`config.mk`:
```
export PLATFORM = sky130hd
export DESIGN_NAME = weighted_degree_string_kernel_unit
export DESIGN_NICKNAME = d
export VERILOG_FILES = /design/src/hw/rtl/wdsk_pkg.sv /design/src/hw/rtl/weighted_degree_string_kernel_unit.sv
export SDC_FILE = /design/constraint.sdc
export NUM_CORES = 1
export LEC_CHECK = 0
export ABC_AREA = 1
export BUFFER_PORTS_ARGS = -buffer_cell sky130_fd_sc_hd__buf_2
export CAP_MARGIN = 10
export CELL_PAD_IN_SITES_DETAIL_PLACEMENT = 0
export CELL_PAD_IN_SITES_GLOBAL_PLACEMENT = 1
export CORE_UTILIZATION = 32
export DETAILED_ROUTE_END_ITERATION = 10
export HOLD_SLACK_MARGIN = 0.08
export PLACE_DENSITY_LB_ADDON = 0.1
export SETUP_SLACK_MARGIN = 0.02
export SLEW_MARGIN = 20
export SYNTH_ARGS = -nofsm -noshare
export SYNTH_HDL_FRONTEND = slang
export SYNTH_SLANG_ARGS = --single-unit
export TNS_END_PERCENT = 10
```
`constraint.sdc`:
```
create_clock -name clk -period 12.7 [get_ports clk]
set_clock_uncertainty 0.15 [all_clocks]
set_input_delay 1.905 -clock clk [delete_from_list [all_inputs] [get_ports clk]]
set_output_delay 1.905 -clock clk [all_outputs]
set_load 0.005 [all_outputs]
```
`src/hw/rtl/wdsk_pkg.sv`:
```
`timescale 1ns / 1ps

package wdsk_pkg;

  localparam int MAX_LEN_DEF = 4096;
  localparam int MAX_DEGREE  = 8;
  localparam int KD_W        = 4;
  localparam int WD_W        = 7;
  localparam int SYM_W       = 8;
  localparam int SCORE_W     = 22;
  localparam int SIM_W       = 17;
  localparam int FRAC_W      = 16;
  localparam int TERM_W      = 10;
  localparam int CFG_IDX_W   = 1;
  localparam int CFG_DATA_W  = 7;
  localparam int IN_DATA_W   = 16;
  localparam int OUT_DATA_W  = 40;
  localparam int OUT_USER_W  = 2;

  localparam logic [CFG_IDX_W-1:0] REG_KERNEL_DEGREE = 1'b0;
  localparam logic [CFG_IDX_W-1:0] REG_WEIGHT_DEGREE = 1'b1;

  localparam logic [SCORE_W-1:0] SCORE_CAP = 22'd2097152;
  localparam logic [SIM_W-1:0]   Q16_ONE   = 17'd65536;

  // m*(m-1)/2 for a capped run length
  function automatic logic [TERM_W-1:0] tri_num(input logic [KD_W-1:0] m);
    logic [TERM_W-1:0] r;
    unique case (m)
      4'd2:    r = 10'd1;
      4'd3:    r = 10'd3;
      4'd4:    r = 10'd6;
      4'd5:    r = 10'd10;
      4'd6:    r = 10'd15;
      4'd7:    r = 10'd21;
      4'd8:    r = 10'd28;
      default: r = 10'd0;
    endcase
    return r;
  endfunction

endpackage

```
`src/hw/rtl/weighted_degree_string_kernel_unit.sv`:
```
`timescale 1ns / 1ps

// Channel  Dir  tdata                               tuser / tlast
// in_      in   [7:0] symbol_a, [15:8] symbol_b     tlast = last_pair
// out_     out  [21:0] running_score,               tuser [0] final_valid,
//               [38:22] similarity                  [1] length_error
// cfg_     in   cfg_index 0 kernel_degree, 1 weight_degree, data in cfg_wdata
//
// One item at a time: accept, an update step through the shared multiplier,
// then the result waits in the output register. Last pair: a multiply-accumulate
// over d products for the denominator, then a 16-bit restoring division,
// skipped when the quotient caps at 1.0 (d = effective degree, at most 8).
// in_tready is low until the result transfer completes; out stalls hold all.
// rst_n is synchronous, active low; registers come back as degree 1, weight 1.
module weighted_degree_string_kernel_unit #(
  parameter int MAX_LEN = wdsk_pkg::MAX_LEN_DEF
) (
  input  logic                                clk,
  input  logic                                rst_n,
  input  logic                                in_tvalid,
  output logic                                in_tready,
  input  logic [wdsk_pkg::IN_DATA_W-1:0]      in_tdata,   // symbol_a, symbol_b
  input  logic                                in_tlast,
  output logic                                out_tvalid,
  input  logic                                out_tready,
  output logic [wdsk_pkg::OUT_DATA_W-1:0]     out_tdata,  // running_score, similarity
  output logic [wdsk_pkg::OUT_USER_W-1:0]     out_tuser,  // final_valid, length_error
  input  logic                                cfg_we,
  input  logic [wdsk_pkg::CFG_IDX_W-1:0]      cfg_index,
  input  logic [wdsk_pkg::CFG_DATA_W-1:0]     cfg_wdata
);
  import wdsk_pkg::*;

  localparam int PC_W  = $clog2(MAX_LEN + 2);
  localparam int MUL_W = PC_W + WD_W;
  localparam int DEN_W = MUL_W + 3;
  localparam int REM_W = ((SCORE_W > DEN_W) ? SCORE_W : DEN_W) + 1;
  localparam logic [PC_W-1:0] LEN_MAX  = PC_W'(MAX_LEN);
  localparam logic [PC_W-1:0] LEN_OVER = PC_W'(MAX_LEN + 1);

  typedef enum logic [4:0] {
    ST_IDLE = 5'b00001,
    ST_CALC = 5'b00010,
    ST_DEN  = 5'b00100,
    ST_DIV  = 5'b01000,
    ST_OUT  = 5'b10000
  } state_t;

  state_t state_r, state_nxt;

  logic [KD_W-1:0]    kd_r, kd_nxt;
  logic [WD_W-1:0]    wd_r, wd_nxt;
  logic [KD_W-1:0]    run_r, run_nxt;
  logic [SCORE_W-1:0] score_r, score_nxt;
  logic [PC_W-1:0]    pos_r, pos_nxt;
  logic               eq_r, eq_nxt;
  logic               last_r, last_nxt;
  logic [PC_W-1:0]    len_r, len_nxt;
  logic [3:0]         step_r, step_nxt;
  logic [DEN_W-1:0]   den_r, den_nxt;
  logic [REM_W-1:0]   rem_r, rem_nxt;
  logic [FRAC_W-1:0]  quo_r, quo_nxt;
  logic [SCORE_W-1:0] o_score_r, o_score_nxt;
  logic [SIM_W-1:0]   o_sim_r, o_sim_nxt;
  logic               o_valid_r, o_valid_nxt;
  logic               o_err_r, o_err_nxt;

  logic [WD_W-1:0]    f_eff;
  logic [KD_W-1:0]    kd_cap;
  logic [KD_W-1:0]    d_eff;
  logic [KD_W-1:0]    m_cap;
  logic [PC_W-1:0]    mul_a;
  logic [WD_W-1:0]    mul_b;
  logic [MUL_W-1:0]   prod;
  logic [TERM_W-1:0]  term;
  logic [SCORE_W:0]   sum_w;
  logic [PC_W-1:0]    pos_upd;
  logic               err_w;
  logic [DEN_W-1:0]   den_acc;
  logic [REM_W-1:0]   rem_sh;
  logic [REM_W-1:0]   den_ext;
  logic               rem_ge;

  // effective degrees
  always_comb begin
    f_eff = (wd_r == '0) ? WD_W'(1) : wd_r;
    if (kd_r == '0) begin
      kd_cap = KD_W'(1);
    end else if (kd_r > KD_W'(MAX_DEGREE)) begin
      kd_cap = KD_W'(MAX_DEGREE);
    end else begin
      kd_cap = kd_r;
    end
    d_eff = ({3'b000, kd_cap} > f_eff) ? f_eff[KD_W-1:0] : kd_cap;
    m_cap = (run_r + KD_W'(1) > d_eff) ? d_eff : run_r + KD_W'(1);
  end

  // shared multiplier: run term in CALC, denominator products in DEN
  always_comb begin
    if (state_r == ST_DEN) begin
      mul_a = len_r - PC_W'(step_r[2:0]);
      mul_b = f_eff - WD_W'(step_r[2:0]);
    end else begin
      mul_a = PC_W'(m_cap);
      mul_b = f_eff;
    end
    prod = MUL_W'(mul_a) * MUL_W'(mul_b);
  end

  assign term    = prod[TERM_W-1:0] - tri_num(m_cap);
  assign sum_w   = {1'b0, score_r} + (SCORE_W+1)'(term);
  assign den_acc = den_r + DEN_W'(prod);
  assign den_ext = REM_W'(den_r);
  assign rem_sh  = {rem_r[REM_W-2:0], 1'b0};
  assign rem_ge  = rem_sh >= den_ext;

  always_comb begin
    state_nxt   = state_r;
    kd_nxt      = kd_r;
    wd_nxt      = wd_r;
    run_nxt     = run_r;
    score_nxt   = score_r;
    pos_nxt     = pos_r;
    eq_nxt      = eq_r;
    last_nxt    = last_r;
    len_nxt     = len_r;
    step_nxt    = step_r;
    den_nxt     = den_r;
    rem_nxt     = rem_r;
    quo_nxt     = quo_r;
    o_score_nxt = o_score_r;
    o_sim_nxt   = o_sim_r;
    o_valid_nxt = o_valid_r;
    o_err_nxt   = o_err_r;
    pos_upd     = pos_r;
    err_w       = 1'b0;

    if (cfg_we) begin
      unique case (cfg_index)
        REG_KERNEL_DEGREE: kd_nxt = cfg_wdata[KD_W-1:0];
        REG_WEIGHT_DEGREE: wd_nxt = cfg_wdata[WD_W-1:0];
        default:           kd_nxt = kd_r;
      endcase
    end

    unique case (state_r)
      ST_IDLE: begin
        if (in_tvalid) begin
          eq_nxt    = in_tdata[SYM_W-1:0] == in_tdata[2*SYM_W-1:SYM_W];
          last_nxt  = in_tlast;
          state_nxt = ST_CALC;
        end
      end
      ST_CALC: begin
        if (pos_r < LEN_MAX) begin
          pos_upd = pos_r + PC_W'(1);
          if (eq_r) begin
            run_nxt   = m_cap;
            score_nxt = (sum_w > {1'b0, SCORE_CAP}) ? SCORE_CAP : sum_w[SCORE_W-1:0];
          end else begin
            run_nxt = '0;
          end
        end else begin
          pos_upd = LEN_OVER;
        end
        pos_nxt     = pos_upd;
        err_w       = (pos_upd > LEN_MAX) || (last_r && (pos_upd < PC_W'(d_eff)));
        o_score_nxt = score_nxt;
        o_err_nxt   = err_w;
        o_valid_nxt = 1'b0;
        o_sim_nxt   = '0;
        len_nxt     = pos_upd;
        step_nxt    = '0;
        den_nxt     = '0;
        if (last_r) begin
          run_nxt   = '0;
          score_nxt = '0;
          pos_nxt   = '0;
        end
        state_nxt = (last_r && !err_w) ? ST_DEN : ST_OUT;
      end
      ST_DEN: begin
        den_nxt  = den_acc;
        step_nxt = step_r + 4'd1;
        if (step_r == 4'(d_eff - KD_W'(1))) begin
          step_nxt    = '0;
          o_valid_nxt = 1'b1;
          if (REM_W'(o_score_r) >= REM_W'(den_acc)) begin
            o_sim_nxt = Q16_ONE;
            state_nxt = ST_OUT;
          end else begin
            rem_nxt   = REM_W'(o_score_r);
            quo_nxt   = '0;
            state_nxt = ST_DIV;
          end
        end
      end
      ST_DIV: begin
        rem_nxt  = rem_ge ? rem_sh - den_ext : rem_sh;
        quo_nxt  = {quo_r[FRAC_W-2:0], rem_ge};
        step_nxt = step_r + 4'd1;
        if (step_r == 4'(FRAC_W - 1)) begin
          o_sim_nxt = {1'b0, quo_nxt};
          state_nxt = ST_OUT;
        end
      end
      ST_OUT: begin
        if (out_tready) begin
          state_nxt = ST_IDLE;
        end
      end
      default: state_nxt = ST_IDLE;
    endcase
  end

  always_ff @(posedge clk) begin
    if (!rst_n) begin
      state_r <= ST_IDLE;
      kd_r    <= KD_W'(1);
      wd_r    <= WD_W'(1);
      run_r   <= '0;
      score_r <= '0;
      pos_r   <= '0;
      step_r  <= '0;
    end else begin
      state_r <= state_nxt;
      kd_r    <= kd_nxt;
      wd_r    <= wd_nxt;
      run_r   <= run_nxt;
      score_r <= score_nxt;
      pos_r   <= pos_nxt;
      step_r  <= step_nxt;
    end
  end

  always_ff @(posedge clk) begin
    eq_r      <= eq_nxt;
    last_r    <= last_nxt;
    len_r     <= len_nxt;
    den_r     <= den_nxt;
    rem_r     <= rem_nxt;
    quo_r     <= quo_nxt;
    o_score_r <= o_score_nxt;
    o_sim_r   <= o_sim_nxt;
    o_valid_r <= o_valid_nxt;
    o_err_r   <= o_err_nxt;
  end

  assign in_tready  = state_r == ST_IDLE;
  assign out_tvalid = state_r == ST_OUT;
  assign out_tdata  = {1'b0, o_sim_r, o_score_r};
  assign out_tuser  = {o_err_r, o_valid_r};

  a_one_side: assert property (@(posedge clk) disable iff (!rst_n)
    !(in_tready && out_tvalid))
    else $error("input and output sides open together");

  a_den_step: assert property (@(posedge clk) disable iff (!rst_n)
    (state_r == ST_DEN) |-> (step_r < 4'(d_eff)))
    else $error("denominator step beyond degree");

  a_valid_err: assert property (@(posedge clk) disable iff (!rst_n)
    out_tvalid |-> !(out_tuser[0] && out_tuser[1]))
    else $error("final value flagged together with length error");

  a_sim_valid: assert property (@(posedge clk) disable iff (!rst_n)
    (out_tvalid && !out_tuser[0]) |-> (o_sim_r == '0))
    else $error("similarity set without final value");

  a_div_rem: assert property (@(posedge clk) disable iff (!rst_n)
    (state_r == ST_DIV) |-> (rem_r < den_ext))
    else $error("division remainder not below denominator");

endmodule

```
After elaboration in Yosys (flattened, before gate mapping)
Cells that the tools add are included.

Bits in registers: 176. Input bits: 30. Output and inout port bits: 44. Word-level logic and storage cells: 118.

Add/sub/neg operators: 10. $mul: 1. Order comparisons: 9. Equal/unequal tests: 21. Muxes and demuxes: 41. Bitwise operators: 1. Reduce and logical (&&, ||, !) cells: 18.

Operators by type and width (number): 23-bit one-hot mux with 2 select lines (2); 22-bit 2-to-1 mux (4); 23-bit 2-to-1 mux (3); 13-bit 2-to-1 mux (4); 17-bit 2-to-1 mux (3); 17-bit one-hot mux with 3 select lines (1); 5-bit one-hot mux with 7 select lines (1); 4-bit 2-to-1 mux (8); 15-bit 2-to-1 mux (2); 5-bit 2-to-1 mux (6); 15-bit one-hot mux with 2 select lines (1); 5-bit one-hot mux with 5 select lines (1); 24-bit by 23-bit >= comparator with 1-bit output (1); 22-bit by 10-bit adder with 23-bit output (1); 23-bit by 20-bit adder with 23-bit output (1); 22-bit by 23-bit >= comparator with 1-bit output (1); 23-bit by 22-bit greater-than comparator with 1-bit output (second input constant) (1); 23-bit subtractor (1); 13-bit by 7-bit multiplier with 20-bit output (1); 4-bit by 3-bit equality test with 1-bit output (second input constant) (4); 7-bit 2-to-1 mux (2); 13-bit by 1-bit adder with 13-bit output (second input constant) (1); 13-bit greater-than comparator (second input constant) (1); 13-bit < comparator (second input constant) (1); other kinds (34) (49).

Logic depth before layout (Yosys ltp)
Depth in word-level cells: 16. Gate-level depth with buffers: 65. Depth with buffers taken out: 64.

Worst setup path before layout
OpenSTA, ideal clock, no wires.

Path kind: register to register. From: register wd_r[1]. To: register o_sim_r[0] (enable). Setup time: 0.413 ns. Arrival: 9.954 ns. Required time: 12.137 ns. Path slack: 2.184 ns. Cell stages (with the launch flop): 53. Path buffers: 1. Period minus slack after synthesis: 10.516 ns. Cells stage by stage: dfxtp_1 > inv_1 > a31oi_1 > inv_1 > ha_1 > inv_1 > a21oi_1 > o21ai_1 > nand2_4 > o21ai_1 > ha_1 > nand2_1 > nor2_2 > nand2_1 > nand2_2 > buf_6 > nand3_1 > nand2_1 > [17 not listed] > o21ai_0 > xor2_1 > ha_1 > a21o_1 > a21oi_1 > a21boi_0 > xor2_1 > ha_1 > nand2_1 > nor4_1 > nand2_1 > nand2_1 > nand2_1 > nand2_1 > nand2_1 > nand2_1 > a21oi_1 > nor3_1.

Word-level cells in the longest chain between the ends: 12. Elaborated cells between the ends (all ways): 17. Classes of those cells: add/sub (3); mul (1); order compare (3); eq/ne (3); mux (5); reduce/logical (2).

Ends and longest elaborated chain: start: declaration (RTL line weighted_degree_string_kernel_unit.sv:52) `logic [WD_W-1:0] wd_r, wd_nxt;`; start signal: assignment (RTL line weighted_degree_string_kernel_unit.sv:228) `wd_r <= wd_nxt;`; 7-bit logical NOT (RTL line weighted_degree_string_kernel_unit.sv:86) `f_eff = (wd_r == '0) ? WD_W'(1) : wd_r;`; 7-bit 2-to-1 mux * (RTL line weighted_degree_string_kernel_unit.sv:86); 4-bit by 7-bit greater-than comparator with 1-bit output (RTL line weighted_degree_string_kernel_unit.sv:94) `d_eff = ({3'b000, kd_cap} > f_eff) ? f_eff[KD_W-1:0] : kd_cap;`; 4-bit 2-to-1 mux (RTL line weighted_degree_string_kernel_unit.sv:94); 4-bit greater-than comparator (RTL line weighted_degree_string_kernel_unit.sv:95) `m_cap = (run_r + KD_W'(1) > d_eff) ? d_eff : run_r + KD_W'(1);`; 4-bit 2-to-1 mux (RTL line weighted_degree_string_kernel_unit.sv:95); 13-bit 2-to-1 mux (RTL line weighted_degree_string_kernel_unit.sv:100) `if (state_r == ST_DEN) begin`; 13-bit by 7-bit multiplier with 20-bit output (RTL line weighted_degree_string_kernel_unit.sv:107) `prod = MUL_W'(mul_a) * MUL_W'(mul_b);`; 23-bit by 20-bit adder with 23-bit output (RTL line weighted_degree_string_kernel_unit.sv:112) `assign den_acc = den_r + DEN_W'(prod);`; 22-bit by 23-bit >= comparator with 1-bit output (RTL line weighted_degree_string_kernel_unit.sv:188) `if (REM_W'(o_score_r) >= REM_W'(den_acc)) begin`; 2-bit by 1-bit inequality test with 1-bit output (no source line); 4-bit AND reduction (no source line) *; end signal: assignment (RTL line weighted_degree_string_kernel_unit.sv:244) `o_sim_r <= o_sim_nxt;`; end: declaration (RTL line weighted_degree_string_kernel_unit.sv:64) `logic [SIM_W-1:0] o_sim_r, o_sim_nxt;`.

Every way passes the cells marked *; elsewhere a longest branch is shown, timed or not. A chain may end at the register's enable or synchronous reset.

Worst setup path after layout
From: register wd_r[1]. To: register quo_r[9] (enable).

Word-level cells in the longest chain between the ends: 12. Elaborated cells between the ends (all ways): 17. Classes of those cells: add/sub (3); mul (1); order compare (3); eq/ne (3); mux (5); reduce/logical (2).

Ends and longest elaborated chain: 7-bit logical NOT (RTL line weighted_degree_string_kernel_unit.sv:86); 7-bit 2-to-1 mux * (RTL line weighted_degree_string_kernel_unit.sv:86); 4-bit by 7-bit greater-than comparator with 1-bit output (RTL line weighted_degree_string_kernel_unit.sv:94); 4-bit 2-to-1 mux (RTL line weighted_degree_string_kernel_unit.sv:94); 4-bit greater-than comparator (RTL line weighted_degree_string_kernel_unit.sv:95); 4-bit 2-to-1 mux (RTL line weighted_degree_string_kernel_unit.sv:95); 13-bit 2-to-1 mux (RTL line weighted_degree_string_kernel_unit.sv:100); 13-bit by 7-bit multiplier with 20-bit output (RTL line weighted_degree_string_kernel_unit.sv:107); 23-bit by 20-bit adder with 23-bit output (RTL line weighted_degree_string_kernel_unit.sv:112); 22-bit by 23-bit >= comparator with 1-bit output (RTL line weighted_degree_string_kernel_unit.sv:188); 2-bit inequality test (no source line); 3-bit AND reduction (no source line) *; end signal: assignment (RTL line weighted_degree_string_kernel_unit.sv:242) `quo_r <= quo_nxt;`; end: declaration (RTL line weighted_degree_string_kernel_unit.sv:62) `logic [FRAC_W-1:0] quo_r, quo_nxt;`.

Marks and branches as above.

==> results.sh <==
export IMPL_status="completed"
export IMPL_initial_core_util_pct=32.43
export IMPL_die_x_um=224.5
export IMPL_synth_commonest_cells="559 x nand2_1, 316 x inv_1, 214 x nor2_1"
export IMPL_clock_sinks=176
export IMPL_grt_total_usage_pct=19.62
export IMPL_hold_class="flip-flop to flip-flop"
export IMPL_worstSetupPathType="flip-flop to flip-flop"
export IMPL_peakVddDrop_v=0.00009676
export IMPL_synth_most_common_cell="nand2_1"
export IMPL_grt_remaining_overflow=0
export IMPL_p_per_area_nw_per_um2=114.3
export IMPL_rows=81
export IMPL_fin_area_um2=17600
export IMPL_synth_top_family_by_area="simple AND/OR/NAND/NOR gates"
export IMPL_cts_resized=0
export IMPL_setup_violations=0
export IMPL_drt_iter0_markers=702
export IMPL_async_flop_share_pct=0
export IMPL_wl_met1_mm=23.75
export IMPL_fin_setup_tns_ns=0
export IMPL_fmax_mhz=87.66
export IMPL_pin_count=74
export IMPL_yosys_warnings=0
export IMPL_r2r_start="wd_r[1]"
export IMPL_die_area_um2=50410
export IMPL_hold_buffers=0
export IMPL_synth_xor_area_share_pct=4.525
export IMPL_wire_per_inst_um=16.46
export IMPL_synth_seq_cells=176
export IMPL_fin_crit_sh_pct=89.82
export IMPL_path_buf_inv=9
export IMPL_slew_headroom_pct=31.53
export IMPL_coreArea_um2=48850
export IMPL_nNetsFinal=2438
export IMPL_cts_tree="done"
export IMPL_p_leak_nw=8.400
export IMPL_hp_start="run_r[3]"
export IMPL_ys_seq_area_share_pct=29.63
export IMPL_highest_layer="met4"
export IMPL_startpoint_type="flip-flop"
export IMPL_reg2reg_depth=53
export IMPL_grt_max_degree=62
export IMPL_holdPathEnd="run_r[3]"
export IMPL_cts_root_buffer="clkbuf_16"
export IMPL_drc_errors=0
export IMPL_grt_pass1_vias=13510
export IMPL_dp_hpwl_mm=38.12
export IMPL_syn_avg_cell_area_um2=7.400
export IMPL_antenna_cells=0
export IMPL_grt_first_pass_wirelength_mm=75.67
export IMPL_vias=13740
export IMPL_synth_simple_area_share_pct=27.06
export IMPL_dr_pass1_iters=4
export IMPL_gp_congestion=0.8626
export IMPL_crit_slowest_cell="fa_1"
export IMPL_muxShareOfSynthArea_pct=0.06318
export IMPL_cts_buffers=17
export IMPL_route_met3_wl_mm=1.394
export IMPL_cp_top_family="compound AO/OA/AOI/OAI gates"
export IMPL_syn_inst=2141
export IMPL_endpoint_kind="flip-flop"
export IMPL_port_buffers=72
export IMPL_insertion_delay_ns=0.50
export IMPL_cts_max_level=4
export IMPL_cap_violations=0
export IMPL_yosys_area_top_type="edfxtp_1"
export IMPL_drv_slew=0
export IMPL_critPathMaxFanout=21
export IMPL_synthesis_nets=2371
export IMPL_drt_wl_total_mm=47.49
export IMPL_synth_compound_area_share_pct=10.88
export IMPL_wl_met2_mm=21.79
export IMPL_ys_dominant_reg_cell="edfxtp_1"
export IMPL_dpl_instance_area_um2=16990
export IMPL_post_cts_setup_buffers=0
export IMPL_slowest_delay_ns=0.55
export IMPL_worst_pin_slew_ns=1.019
export IMPL_clk_pin_slew_worst_paths_ns=0.08
export IMPL_synthAdderAreaFrac_pct=18.64
export IMPL_synth_cell_type_count=61
export IMPL_die_y_um=224.5
export IMPL_synth_edf_count=117
export IMPL_synth_area_um2=15840
export IMPL_crit_path_frequent_cell="nand2_1"
export IMPL_cp_required_ns=12.74
export IMPL_min_path_cells=2
export IMPL_area_growth_syn_to_layout_pct=11.07
export IMPL_arrival_ns=11.45
export IMPL_vias_per_cell=4.761
export IMPL_synth_top_area_share_pct=22.17
export IMPL_detail_route_antenna_nets=0
export IMPL_regToRegSetupSlack_ns=1.29
export IMPL_synthTopCellsByArea="edfxtp_1 22%, nand2_1 13%, ha_1 11%"
export IMPL_rsz0062_at_grt="false"
export IMPL_finalHoldViolCount=0
export IMPL_antenna_found_initial=0
export IMPL_regToRegEndpoint="quo_r[9]"
export IMPL_cts_path_max_buffers=2
export IMPL_layout_drive_gt1_share_pct=9.500
export IMPL_period_needed_ns=11.41
[power breakdown]
part	internal (mW)	leakage [nW]	total, mW	switching (mW)
Combinational	0.281	6.59	0.817	0.536
Sequential	0.626	1.52	0.640	0.0139
Clock	0.280	0.289	0.553	0.273
[worst reg2reg max path, delay by kind of cell, from the launching register on]
kind | cells | cell delay (ns)
AOI/OAI and AO/OA | 14 | 3.50
adders and majority gates | 9 | 3.35
and+or+nand+nor | 19 | 2.28
buffers and inverters | 9 | 0.89
xor gates and xnor gates | 2 | 0.48
DFF | 1 | 0.44
[cells in the final DEF, fill, tap and decap left out, types with 9 or more instances in the layout]
cell type  Yosys  final
nand2_1      559    558
inv_1        316    315
nor2_1       214    214
ha_1         140    140
a21oi_1      137    137
edfxtp_1     117    117
nand3_1       98     98
o21ai_0       73     72
buf_2          5     72
fa_1          60     60
dfxtp_1       59     59
xnor2_1       44     44
xor2_1        36     36
nand4_1       33     33
nand2_2       32     32
nor3_1        29     28
buf_4          4     19
clkbuf_16      0     17
o211ai_1      16     16
a21o_1        13     13
inv_2         11     10
nor4_1        10     10
a21oi_2       10     10
nor2_2         9      9
[metrics by stage]
step,hold WS (ns),utilization (%),setup WS (ns),power [mW],std cells
4_1_cts,0.3331,36.01,1.076,2.040,2885
5_1_grt,0.3612,36.03,0.2197,2.160,2885
2_1_floorplan,0.2925,-,2.184,1.252,2141
6_report,0.3314,36.03,1.292,2.011,2885
3_3_place_gp,0.3229,34.79,1.467,1.479,2853
3_5_place_dp,0.3214,34.79,1.135,1.474,2853
[routing by layer]
layer | GRT usage [%] | up-vias
li1 | - | 7090
met1 | 27.20 | 6443
met2 | 31.72 | 176
met3 | 3.201 | 26
met4 | 4.762 | 0
met5 | 0 | -
[state kept, by name, summed over array words and instances, names as in the netlist, 5 cells and up]
name / count
pos_r: 13
o_sim_r: 17
wd_r: 7
rem_r: 23
o_score_r: 22
score_r: 22
len_r: 13
state_r: 5
quo_r: 15
den_r: 23
[cell type report]
cell class | count | area [um2]
clock inverters | 15 | 173.9
multi-input cells | 1590 | 9723
repair buffers | 91 | 503.0
well taps | 664 | 830.8
flip-flops and latches | 176 | 4695
fillers | 5225 | 31250
inverters | 332 | 1247
clock buffers | 17 | 425.4
[cell families after synthesis]
kind of cell	Yosys count
AOI/OAI and AO/OA	296
xor gates and xnor gates	81
adders and majority gates	200
buffers and inverters	375
DFF	176
muxes	1
other	1
and+or+nand+nor	1011
[how the worst max path moves through the flow]
stage | endpoint | slack [ns] | start | depth (start not counted)
floorplan | o_sim_r[0] | 2.18 | wd_r[1] | 52
global placement | quo_r[14] | 1.47 | wd_r[1] | 54
detailed placement | quo_r[14] | 1.14 | wd_r[1] | 53
CTS | quo_r[9] | 1.08 | wd_r[1] | 53
global route | quo_r[9] | 0.22 | wd_r[1] | 55
finish | quo_r[9] | 1.29 | wd_r[1] | 53
Note: power is estimated with default switching activity, not from simulation.
